## src/hw/rtl/rrt_pkg.sv

```systemverilog
// ----------------------------------------------------------------------------
// rrt_pkg
// Shared types, widths and helpers for the round rendezvous table unit.
// ----------------------------------------------------------------------------
package rrt_pkg;

  localparam int OpW     = 2;
  localparam int SeatW   = 4;
  localparam int RoundW  = 32;
  localparam int WordW   = 16;
  localparam int MaskW   = 4;
  localparam int MaxSeats = 4;

  localparam int DefaultSlotCount = 8;
  localparam int DefaultSeatCount = 4;

  localparam logic [WordW-1:0] AbsentWord = 16'hFFFF;

  typedef enum logic [OpW-1:0] {
    OP_MERGE = 2'd0,
    OP_QUERY = 2'd1,
    OP_CLEAR = 2'd2
  } op_e;

  // 2**i reduced modulo k, worked out at elaboration (k >= 2)
  function automatic int pow2_mod(input int i, input int k);
    int r;
    r = 1;
    for (int n = 0; n < i; n++) begin
      r = r * 2;
      if (r >= k) begin
        r = r - k;
      end
    end
    return r;
  endfunction

endpackage

```

## src/hw/rtl/round_rendezvous_table_unit.sv

```systemverilog
// ----------------------------------------------------------------------------
// round_rendezvous_table_unit
// Slot table where seats deposit one word per round; queries collect them.
// ----------------------------------------------------------------------------
// Each transaction is taken into an input register and resolved against the
// slot table held in flip-flops once the output register is free, with the
// result landing in that output register. One transaction is accepted every
// cycle while results are taken; throughput is one item per cycle. The slot
// is round_number modulo SLOT_COUNT; for a slot count that is not a power of
// two the residue is folded from the round bits at input and finished by a
// short compare-subtract ladder in the table stage. No clearing pass is
// needed after reset.
module round_rendezvous_table_unit
  import rrt_pkg::*;
#(
  parameter int SLOT_COUNT = DefaultSlotCount,
  parameter int SEAT_COUNT = DefaultSeatCount
) (
  input  logic              clk_i,
  input  logic              rst_ni,
  input  logic              in_valid_i,
  output logic              in_ready_o,
  input  logic [OpW-1:0]    operation_i,
  input  logic [SeatW-1:0]  seat_i,
  input  logic [RoundW-1:0] round_number_i,
  input  logic [WordW-1:0]  data_word_i,
  input  logic [MaskW-1:0]  need_mask_i,
  output logic              out_valid_o,
  input  logic              out_ready_i,
  output logic              slot_ready_o,
  output logic [WordW-1:0]  word_seat0_o,
  output logic [WordW-1:0]  word_seat1_o,
  output logic [WordW-1:0]  word_seat2_o,
  output logic [WordW-1:0]  word_seat3_o,
  output logic              seat_rejected_o
);

  localparam int  IdxW     = $clog2(SLOT_COUNT);
  localparam int  SeatIdxW = $clog2(SEAT_COUNT);
  localparam bit  SlotPow2 = ((SLOT_COUNT & (SLOT_COUNT - 1)) == 0);
  localparam int  PreW     = SlotPow2 ? IdxW : $clog2(RoundW * (SLOT_COUNT - 1) + 1);
  localparam int  LadW     = PreW + IdxW + 1;

  typedef logic [SEAT_COUNT-1:0][WordW-1:0] row_t;

  // input register
  logic              in_valid_q;
  op_e               op_q;
  logic [SeatW-1:0]  seat_q;
  logic [RoundW-1:0] round_q;
  logic [WordW-1:0]  word_q;
  logic [MaskW-1:0]  need_q;
  logic [PreW-1:0]   pre_d, pre_q;

  // slot table
  logic [SLOT_COUNT-1:0]                 used_q;
  logic [SLOT_COUNT-1:0][SEAT_COUNT-1:0] mask_q;
  logic [RoundW-1:0]                     tag_q   [SLOT_COUNT];
  row_t                                  words_q [SLOT_COUNT];

  // output register
  logic              out_valid_q;
  logic              slot_ready_q, slot_ready_d;
  logic [WordW-1:0]  w0_q, w1_q, w2_q, w3_q;
  logic [WordW-1:0]  w0_d, w1_d, w2_d, w3_d;
  logic              rej_q, rej_d;

  logic              advance;
  logic              accept;
  logic [IdxW-1:0]   slot_idx;
  logic              hit;
  logic              seat_ok;
  logic              do_merge;
  logic              do_clear;
  logic              q_ready;
  logic [MaskW-1:0]  mask_ext;
  row_t              row_rd;
  row_t              row_wr;

  assign advance    = in_valid_q && (!out_valid_q || out_ready_i);
  assign in_ready_o = !in_valid_q || advance;
  assign accept     = in_valid_i && in_ready_o;

  // slot index from round number
  if (SlotPow2) begin : g_idx_pow2
    assign pre_d    = round_number_i[IdxW-1:0];
    assign slot_idx = pre_q;
  end else begin : g_idx_fold
    logic [PreW-1:0] term [RoundW];
    logic [PreW-1:0] fold_sum;
    logic [LadW-1:0] rem;

    for (genvar b = 0; b < RoundW; b++) begin : g_term
      assign term[b] = round_number_i[b] ? PreW'(pow2_mod(b, SLOT_COUNT)) : '0;
    end

    always_comb begin
      fold_sum = '0;
      for (int b = 0; b < RoundW; b++) begin
        fold_sum = fold_sum + term[b];
      end
    end
    assign pre_d = fold_sum;

    always_comb begin
      rem = LadW'(pre_q);
      for (int j = PreW - 1; j >= 0; j--) begin
        if (rem >= (LadW'(SLOT_COUNT) << j)) begin
          rem = rem - (LadW'(SLOT_COUNT) << j);
        end
      end
    end
    assign slot_idx = rem[IdxW-1:0];
  end

  always_ff @(posedge clk_i or negedge rst_ni) begin
    if (!rst_ni) begin
      in_valid_q <= 1'b0;
    end else if (in_ready_o) begin
      in_valid_q <= in_valid_i;
    end
  end

  always_ff @(posedge clk_i) begin
    if (accept) begin
      op_q    <= op_e'(operation_i);
      seat_q  <= seat_i;
      round_q <= round_number_i;
      word_q  <= data_word_i;
      need_q  <= need_mask_i;
      pre_q   <= pre_d;
    end
  end

  // table lookup
  assign row_rd   = words_q[slot_idx];
  assign hit      = used_q[slot_idx] && (tag_q[slot_idx] == round_q);
  assign seat_ok  = seat_q < SeatW'(SEAT_COUNT);
  assign do_merge = advance && (op_q == OP_MERGE) && seat_ok;
  assign do_clear = advance && (op_q == OP_CLEAR);
  assign mask_ext = MaskW'(mask_q[slot_idx]);
  assign q_ready  = hit && ((need_q & ~mask_ext) == '0);

  // reclaim fills the row with absent words before the seat word lands
  always_comb begin
    row_wr = hit ? row_rd : {SEAT_COUNT{AbsentWord}};
    row_wr[seat_q[SeatIdxW-1:0]] = word_q;
  end

  always_ff @(posedge clk_i or negedge rst_ni) begin
    if (!rst_ni) begin
      used_q <= '0;
      mask_q <= '0;
    end else if (do_clear) begin
      used_q <= '0;
      mask_q <= '0;
    end else if (do_merge) begin
      used_q[slot_idx] <= 1'b1;
      mask_q[slot_idx] <= (hit ? mask_q[slot_idx] : '0)
                          | (SEAT_COUNT'(1) << seat_q[SeatIdxW-1:0]);
    end
  end

  always_ff @(posedge clk_i) begin
    if (do_merge) begin
      tag_q[slot_idx]   <= round_q;
      words_q[slot_idx] <= row_wr;
    end
  end

  // result formation
  always_comb begin
    slot_ready_d = 1'b0;
    rej_d        = 1'b0;
    w0_d         = AbsentWord;
    w1_d         = AbsentWord;
    w2_d         = AbsentWord;
    w3_d         = AbsentWord;
    case (op_q)
      OP_MERGE: begin
        rej_d = !seat_ok;
      end
      OP_QUERY: begin
        if (q_ready) begin
          slot_ready_d = 1'b1;
          w0_d = row_rd[0];
          w1_d = row_rd[1];
          if (SEAT_COUNT > 2) begin
            w2_d = row_rd[2 % SEAT_COUNT];
          end
          if (SEAT_COUNT > 3) begin
            w3_d = row_rd[3 % SEAT_COUNT];
          end
        end
      end
      default: begin
      end
    endcase
  end

  always_ff @(posedge clk_i or negedge rst_ni) begin
    if (!rst_ni) begin
      out_valid_q <= 1'b0;
    end else if (advance) begin
      out_valid_q <= 1'b1;
    end else if (out_ready_i) begin
      out_valid_q <= 1'b0;
    end
  end

  always_ff @(posedge clk_i) begin
    if (advance) begin
      slot_ready_q <= slot_ready_d;
      w0_q         <= w0_d;
      w1_q         <= w1_d;
      w2_q         <= w2_d;
      w3_q         <= w3_d;
      rej_q        <= rej_d;
    end
  end

  assign out_valid_o     = out_valid_q;
  assign slot_ready_o    = slot_ready_q;
  assign word_seat0_o    = w0_q;
  assign word_seat1_o    = w1_q;
  assign word_seat2_o    = w2_q;
  assign word_seat3_o    = w3_q;
  assign seat_rejected_o = rej_q;

endmodule
```

## config.mk

```make
export PLATFORM = sky130hd
export DESIGN_NAME = round_rendezvous_table_unit
export DESIGN_NICKNAME = d
export VERILOG_FILES = /design/src/hw/rtl/rrt_pkg.sv /design/src/hw/rtl/round_rendezvous_table_unit.sv
export SDC_FILE = /design/constraint.sdc
export NUM_CORES = 1
export LEC_CHECK = 0
export BUFFER_PORTS_ARGS = -buffer_cell sky130_fd_sc_hd__buf_2
export CORE_UTILIZATION = 45
export CTS_CLUSTER_SIZE = 12
export DETAILED_ROUTE_END_ITERATION = 16
export GPL_TIMING_DRIVEN = 0
export PLACE_DENSITY = 0.7
export SLEW_MARGIN = 20
export SYNTH_ARGS = -nofsm -noshare
export SYNTH_HDL_FRONTEND = slang
export SYNTH_SLANG_ARGS = --single-unit
```

## constraint.sdc

```tcl
create_clock -name clk_i -period 9.5 [get_ports clk_i]
set_input_delay 2.85 -clock clk_i [delete_from_list [all_inputs] [get_ports clk_i]]
set_output_delay 2.85 -clock clk_i [all_outputs]
set_load 0.02 [all_outputs]
```

==> load_flow_metrics.sql, run 1 <==
INSERT INTO impl_metrics (metric_group, metric, value, unit) VALUES
('status', 'status', 'finished clean', ''),
('global_route', 'grt_antenna_before_repair', '0', ''),
('setup_path', 'critical_path.endpoint_type', 'primary output', ''),
('power_and_ir_drop', 'peakVddDrop', '0.141', 'mV'),
('floorplan', 'floorplan.rows', '103', ''),
('place', 'placed_cells', '3028', ''),
('timing', 'finClkSkew', '0.0562', 'ns'),
('synthesis', 'post_synthesis_adder_cell_area_fraction', '0', ''),
('layout', 'fillerInstances', '6166', ''),
('global_route', 'wire_length_of_the_first_global_routing_pass', '124000', 'um'),
('floorplan', 'die-area', '82000', 'sq um'),
('synthesis', 'synth_area_per_cell', '19.8', 'sq um'),
('timing', 'worstMarginPinSlew', '1.10', 'ns'),
('timing', 'aggregate_negative_setup_slack', '0', 'ns'),
('timing', 'report.final.slew_viol_count', '0', ''),
('setup_path', 'critical_path.startpoint_type', 'input pin', ''),
('detailed_routing', 'vias', '18795', ''),
('place', 'port_buffers', '129', ''),
('power_and_ir_drop', 'total_power', '8.53', 'mW'),
('setup_path', 'path_class', 'input pin to primary output', ''),
('global_route', 'grt_max_degree', '74', ''),
('floorplan', 'die_w', '286', 'um'),
('global_route', 'first_global_vias', '19619', ''),
('timing', 'finalHoldViolCount', '0', ''),
('clock_network', 'cts_hold_buf', '0', ''),
('setup_path', 'timing.critical_path.fanout_max', '3', ''),
('detailed_routing', 'dr.first_iter.drc_count', '2157', ''),
('power_and_ir_drop', 'internal_power', '6.65', 'mW'),
('detailed_routing', 'remaining_drc_errors', '0', ''),
('clock_network', 'ctsRootBufferMaster', 'clkbuf_16', ''),
('place', 'place.gp.congestion', '0.845', ''),
('power_and_ir_drop', 'clkPwrFrac', '0.397', ''),
('timing', 'min_period_over_period', '0.648', ''),
('clock_network', 'cts.repair_timing.setup_buffer_count', '0', ''),
('place', 'dpl_worst_slack', '3.35', 'ns'),
('clock_network', 'cts.repair.resized', '0', ''),
('power_and_ir_drop', 'seq_power_share', '0.539', ''),
('floorplan', 'design.portCount', '130', ''),
('detailed_routing', 'vias_per_cell', '5.90', ''),
('layout', 'most_frequent_cells_in_the_layout', '892 x edfxtp_1, 181 x mux4_2, 156 x buf_2', ''),
('clock_network', 'clock_latency', '0.67', 'ns'),
('timing', 'fin_crit', '6.16', 'ns'),
('floorplan', 'die_height', '286', 'um'),
('place', 'dp_hpwl', '48200', 'um'),
('timing', 'grt_setup_unrepaired', 'false', ''),
('synthesis', 'synthSimpleGateAreaFrac', '0.0356', ''),
('global_route', 'track_usage', '0.205', ''),
('timing', 'relSlewSlack', '0.267', ''),
('clock_network', 'tritoncts', 'yes', ''),
('detailed_routing', 'drt-pass1-iter-count', '5', ''),
('layout', 'layoutNonFillerInstCount', '3188', ''),
('clock_network', 'clock-sinks', '937', ''),
('synthesis', 'combinational_family_with_the_most_area_after_synthesis', 'multiplexers', ''),
('clock_network', 'clk_pin_slew', '0.06', 'ns'),
('synthesis', 'postSynthRegisterBits', '937', ''),
('synthesis', 'seq_area_frac_synth', '0.766', ''),
('power_and_ir_drop', 'power.density', '206', 'nW/um^2'),
('global_route', 'global_route.overflow_total', '0', ''),
('synthesis', 'synth_edf_count', '892', ''),
('layout', 'nNetsFinal', '2136', ''),
('timing', 'fin_worst_hold_slack', '0.490', 'ns'),
('synthesis', 'synth.net_count', '1900', ''),
('floorplan', 'start_util', '0.458', ''),
('power_and_ir_drop', 'power_switching_share', '0.220', ''),
('worst_hold_path', 'worst_min_path_class', 'flip-flop to flip-flop', ''),
('clock_network', 'cts_made_buffers', '94', ''),
('setup_path', 'crit_arrival', '3.31', 'ns'),
('synthesis', 'synth_compound_area_frac', '0.0278', ''),
('synthesis', 'post_synth_mux_area_share', '0.149', ''),
('floorplan', 'core_region_area', '79500', 'sq um'),
('detailed_routing', 'avgRoutedWirePerCell', '26.3', 'um');
-- power groups by stage --
stage | combinational (mW) | clock [mW] | sequential (mW)
6_report | 0.542 | 3.39 | 4.60
5_1_grt | 0.579 | 3.58 | 4.60
4_1_cts | 0.546 | 3.43 | 4.60
3_5_place_dp | 0.543 | 0 | 4.68
3_3_place_gp | 0.527 | 0 | 4.69
2_1_floorplan | 0.375 | 0 | 4.66
-- cell usage after synthesis, drive strengths merged (2+ instances only) --
library cell  count  area [sq um]
edfxtp          892         26800
mux4            181          4080
mux2i           116          1160
nor2            108           405
nand3           100           500
a31oi            97           607
buf              56           319
clkbuf           52           195
dfrtp            42          1050
o21ai            35           175
nand2            31           116
xor2             18           158
mux2             15           169
inv              14          52.6
nand2b            9          56.3
o22ai             8          50.1
xnor2             8          70.1
nand4             7          43.8
a22oi             6          45.0
nor2b             5          31.3
a221oi            4          35.0
a21oi             3          15.0
and2              3          18.8
and3              3          18.8
dfxtp             3          60.1
a211oi            2          15.0
a22o              2          17.5
nand3b            2          15.0
nor3              2          10.0
nor3b             2          15.0
-- cells by family (layout without fill, tap and decap cells) --
family,Yosys count,count (layout)
flip-flops,937,937
multiplexers,312,312
AND/OR/NAND/NOR,278,278
AO/OA/AOI/OAI,163,163
buffers and inverters,122,422
XOR/XNOR,26,26
-- final timing paths --
path | start | to | slack [ns] | depth (start not counted)
hold reg to reg | used_q[5] | used_q[5] | 0.49 | 2
hold / removal | used_q[5] | used_q[5] | 0.49 | 2
max in group asynchronous | rst_ni | used_q[6] | 6.87 | 1
setup reg to reg | flip-flop | words_q[5][13] | 4.82 | 9
setup / recovery | out_ready_i | in_ready_o | 3.34 | 3
min in group asynchronous | rst_ni | in_valid_q | 2.20 | 1
-- critical path: stages --
cell and delay, ns:
buf_2 0.10, nand3b_1 0.18, buf_2 0.18
-- area by class of cell --
class / instances / area, sq um / area share
Timing Repair Buffer: 140 / 913 / 0.0220
Inverter: 14 / 115 / 0.00277
Multi-Input combinational cell: 779 / 7950 / 0.192
Clock buffer: 133 / 2560 / 0.0617
Clock inverter: 27 / 219 / 0.00528
Sequential cell: 937 / 27900 / 0.672
Tap cell: 1050 / 1310 / 0.0317
Buffer: 108 / 514 / 0.0124
-- layer usage --
layer	vias to the layer above	routed length (um)	track usage
met5	-	0	0
met4	0	1840	0.0582
met3	144	7240	0.0444
met2	957	42200	0.346
met1	9703	32500	0.269
li1	7991	-	-
-- stage by stage --
stage / utilization / instance area (sq um)
after floorplan: - / 36400
after global placement: 0.482 / 38400
after detailed placement: 0.487 / 38700
after CTS: 0.522 / 41500
after global routing: 0.522 / 41500
final: 0.522 / 41500
-- registers in the layout, summed over array words and instances, names as in the netlist, 8 cells and up, named ones only --
name          count
word_q           16
mask_q           32
word_seat0_o     16
tag_q           256
round_q          32
word_seat3_o     16
word_seat2_o     16
words_q         512
used_q            8
word_seat1_o     16
(Power assumes the default switching activity.)
==> run 2, diff against run 1 <==
PLACE_DENSITY = 0.72   (was 0.7)
clock period = 5.2 ns   (was 9.5 ns; I/O delays follow)
==> run 2 against run 1 <==
Clock skew decreased by 0.025 ns. Count of clock-buffer cells in the layout shrank 10. Combinational power grew 82%. Via count up 0.63%. Hold slack is essentially flat.
==> load_flow_metrics.sql, run 2 (synthesized netlist as in run 1, its figures left out) <==
INSERT INTO impl_metrics (metric_group, metric, value, unit) VALUES
('power_and_ir_drop', 'internal_power', '12.1', 'mW'),
('power_and_ir_drop', 'peakVddDrop', '0.329', 'mV'),
('global_route', 'first_global_vias', '19491', ''),
('detailed_routing', 'vias', '18913', ''),
('timing', 'report.final.slew_viol_count', '0', ''),
('layout', 'postLayoutCellArea', '41400', 'sq um'),
('timing', 'aggregate_negative_setup_slack', '0', 'ns'),
('place', 'dpl_worst_slack', '0.171', 'ns'),
('global_route', 'wire_length_of_the_first_global_routing_pass', '122000', 'um'),
('worst_hold_path', 'worst_min_path_class', 'flip-flop to flip-flop', ''),
('place', 'postPlaceCellArea', '38700', 'sq um'),
('clock_network', 'clock_latency', '0.66', 'ns'),
('place', 'place.gp.congestion', '0.837', ''),
('global_route', 'track_usage', '0.202', ''),
('power_and_ir_drop', 'seq_power_share', '0.542', ''),
('floorplan', 'floorplan.rows', '103', ''),
('power_and_ir_drop', 'power.switching', '3.38', 'mW'),
('detailed_routing', 'avgRoutedWirePerCell', '26.1', 'um'),
('timing', 'fin_crit', '4.77', 'ns'),
('detailed_routing', 'vias_per_cell', '5.97', ''),
('clock_network', 'tritoncts', 'yes', ''),
('clock_network', 'cts_hold_buf', '0', ''),
('global_route', 'grt_max_degree', '79', ''),
('clock_network', 'cts.repair.resized', '0', ''),
('status', 'status', 'finished clean', ''),
('timing', 'worstMarginPinSlew', '1.01', 'ns'),
('clock_network', 'cts_made_buffers', '93', ''),
('power_and_ir_drop', 'power_switching_share', '0.218', ''),
('clock_network', 'clock-sinks', '937', ''),
('clock_network', 'ctsRootBufferMaster', 'clkbuf_16', ''),
('setup_path', 'critical_path.startpoint_type', 'flip-flop', ''),
('setup_path', 'timing.critical_path.fanout_max', '12', ''),
('setup_path', 'worstPathRequired', '5.54', 'ns'),
('timing', 'grt_setup_unrepaired', 'false', ''),
('clock_network', 'cts.repair_timing.setup_buffer_count', '0', ''),
('floorplan', 'die_height', '286', 'um'),
('layout', 'most_frequent_cells_in_the_layout', '892 x edfxtp_1, 181 x mux4_2, 155 x buf_2', ''),
('timing', 'smallest_setup_slack_after_layout', '0.430', 'ns'),
('setup_path', 'rr_endpoint', 'word_seat1_o[4]', ''),
('layout', 'antenna_cells_inserted', '0', ''),
('place', 'port_buffers', '129', ''),
('power_and_ir_drop', 'power.density', '375', 'nW/um^2'),
('flow_run', 'drv_cap', '0', ''),
('timing', 'finClkSkew', '0.0317', 'ns'),
('layout', 'layout-drive-gt1-share', '0.240', ''),
('place', 'placed_cells', '3027', ''),
('worst_hold_path', 'worst_hold_path.num_cells', '2', ''),
('timing', 'setup_viol', '0', ''),
('timing', 'relSlewSlack', '0.329', ''),
('floorplan', 'start_util', '0.458', ''),
('layout', 'largest_register_ff_count', '512', ''),
('worst_hold_path', 'hold-path-endpoint', 'used_q[2]', ''),
('setup_path', 'critical_path.endpoint_type', 'flip-flop', ''),
('detailed_routing', 'ant_nets', '0', ''),
('detailed_routing', 'finalWirelength', '82700', 'um'),
('global_route', 'grt_antenna_before_repair', '2', ''),
('clock_network', 'clock_tree.htree_level_count', '3', ''),
('worst_hold_path', 'min-delay-start', 'used_q[2]', ''),
('setup_path', 'reg2reg_setup_slack', '0.43', 'ns'),
('timing', 'fin_worst_hold_slack', '0.489', 'ns'),
('layout', 'final_core_util', '0.521', ''),
('power_and_ir_drop', 'pwr-share-comb', '0.064', ''),
('floorplan', 'die_w', '286', 'um'),
('floorplan', 'die-area', '82000', 'sq um'),
('power_and_ir_drop', 'power.static_leakage', '12.8', 'nW'),
('setup_path', 'r2r_start', 'round_q[1]', ''),
('setup_path', 'worst-r2r-cell-count', '9', ''),
('power_and_ir_drop', 'total_power', '15.5', 'mW'),
('layout', 'layoutNonFillerInstCount', '3169', ''),
('place', 'dp_hpwl', '48100', 'um'),
('floorplan', 'design.portCount', '130', ''),
('layout', 'layout.cells.most_common', 'edfxtp_1', ''),
('timing', 'finalHoldViolCount', '0', ''),
('detailed_routing', 'drt-pass1-iter-count', '6', ''),
('setup_path', 'crit_arrival', '5.11', 'ns'),
('timing', 'min_period_over_period', '0.917', ''),
('layout', 'largest_reg_by_ff_count', 'words_q', ''),
('layout', 'largestRegisters', 'words_q: 512 flops, tag_q: 256 flops', ''),
('layout', 'nNetsFinal', '2134', ''),
('global_route', 'global_route.overflow_total', '0', ''),
('layout', 'syn_to_final_growth', '13.7', '%'),
('floorplan', 'core_region_area', '79500', 'sq um'),
('clock_network', 'clk_pin_slew', '0.06', 'ns'),
('detailed_routing', 'dr.first_iter.drc_count', '2329', ''),
('clock_network', 'ctsLongestPathBuffers', '3', ''),
('power_and_ir_drop', 'clkPwrFrac', '0.395', ''),
('detailed_routing', 'remaining_drc_errors', '0', ''),
('setup_path', 'path_class', 'flip-flop to flip-flop', ''),
('timing', 'max_freq', '210', 'MHz');
## run 2: cell count changes in the layout (fill, tap and decap cells not counted), sizes merged
cell / before / now
clkbuf: 185 / 175
inv: 18 / 17
clkinv: 23 / 15
bufinv: 0 / 1
buf: 196 / 195
## run 2: final cells by class
cell class / instances / area [sq um]
Clock buffer: 123 / 2500
Timing Repair Buffer: 139 / 916
Clock inverter: 19 / 191
Buffer: 108 / 514
Tap cell: 1050 / 1310
Inverter: 14 / 115
Sequential cell: 937 / 27900
Multi-Input combinational cell: 779 / 7950
Fill cell: 6078 / 38100
## run 2: critical path, stage by stage, from the launching register on
cell and delay (ns):
edfxtp_1 0.55, buf_2 0.41, clkbuf_1 0.43, mux4_2 0.56, o21ai_1 0.39, o22ai_1 0.21, nor4b_2 0.65, buf_2 0.47
clkbuf_1 0.50, nand3_1 0.28
## run 2: worst max-delay path by stage
stage | to | startpoint | cells past startpoint
after CTS | word_seat1_o[4] | round_q[1] | 9
final | word_seat1_o[4] | round_q[1] | 9
after global routing | word_seat1_o[0] | round_q[1] | 9
after detailed placement | word_seat1_o[4] | round_q[1] | 9
after global placement | mask_q[12] | out_ready_i | 8
after floorplan | tag_q[3][0] | out_ready_i | 5
## run 2: metal layers
metal,up-vias,GRT usage,part of all wire
met4,0,0.0662,0.029
met3,157,0.0359,0.081
li1,7976,-,-
met2,985,0.339,0.50
met1,9795,0.268,0.39
met5,-,0,0
## run 2: power by group through the flow
stage	Clock [mW]	Combinational, mW	Sequential [mW]
after CTS	6.19	0.994	8.40
after global routing	6.45	1.05	8.40
final	6.12	0.985	8.40
after detailed placement	0	0.987	8.56
after global placement	0	0.954	8.56
after floorplan	0	0.686	8.52
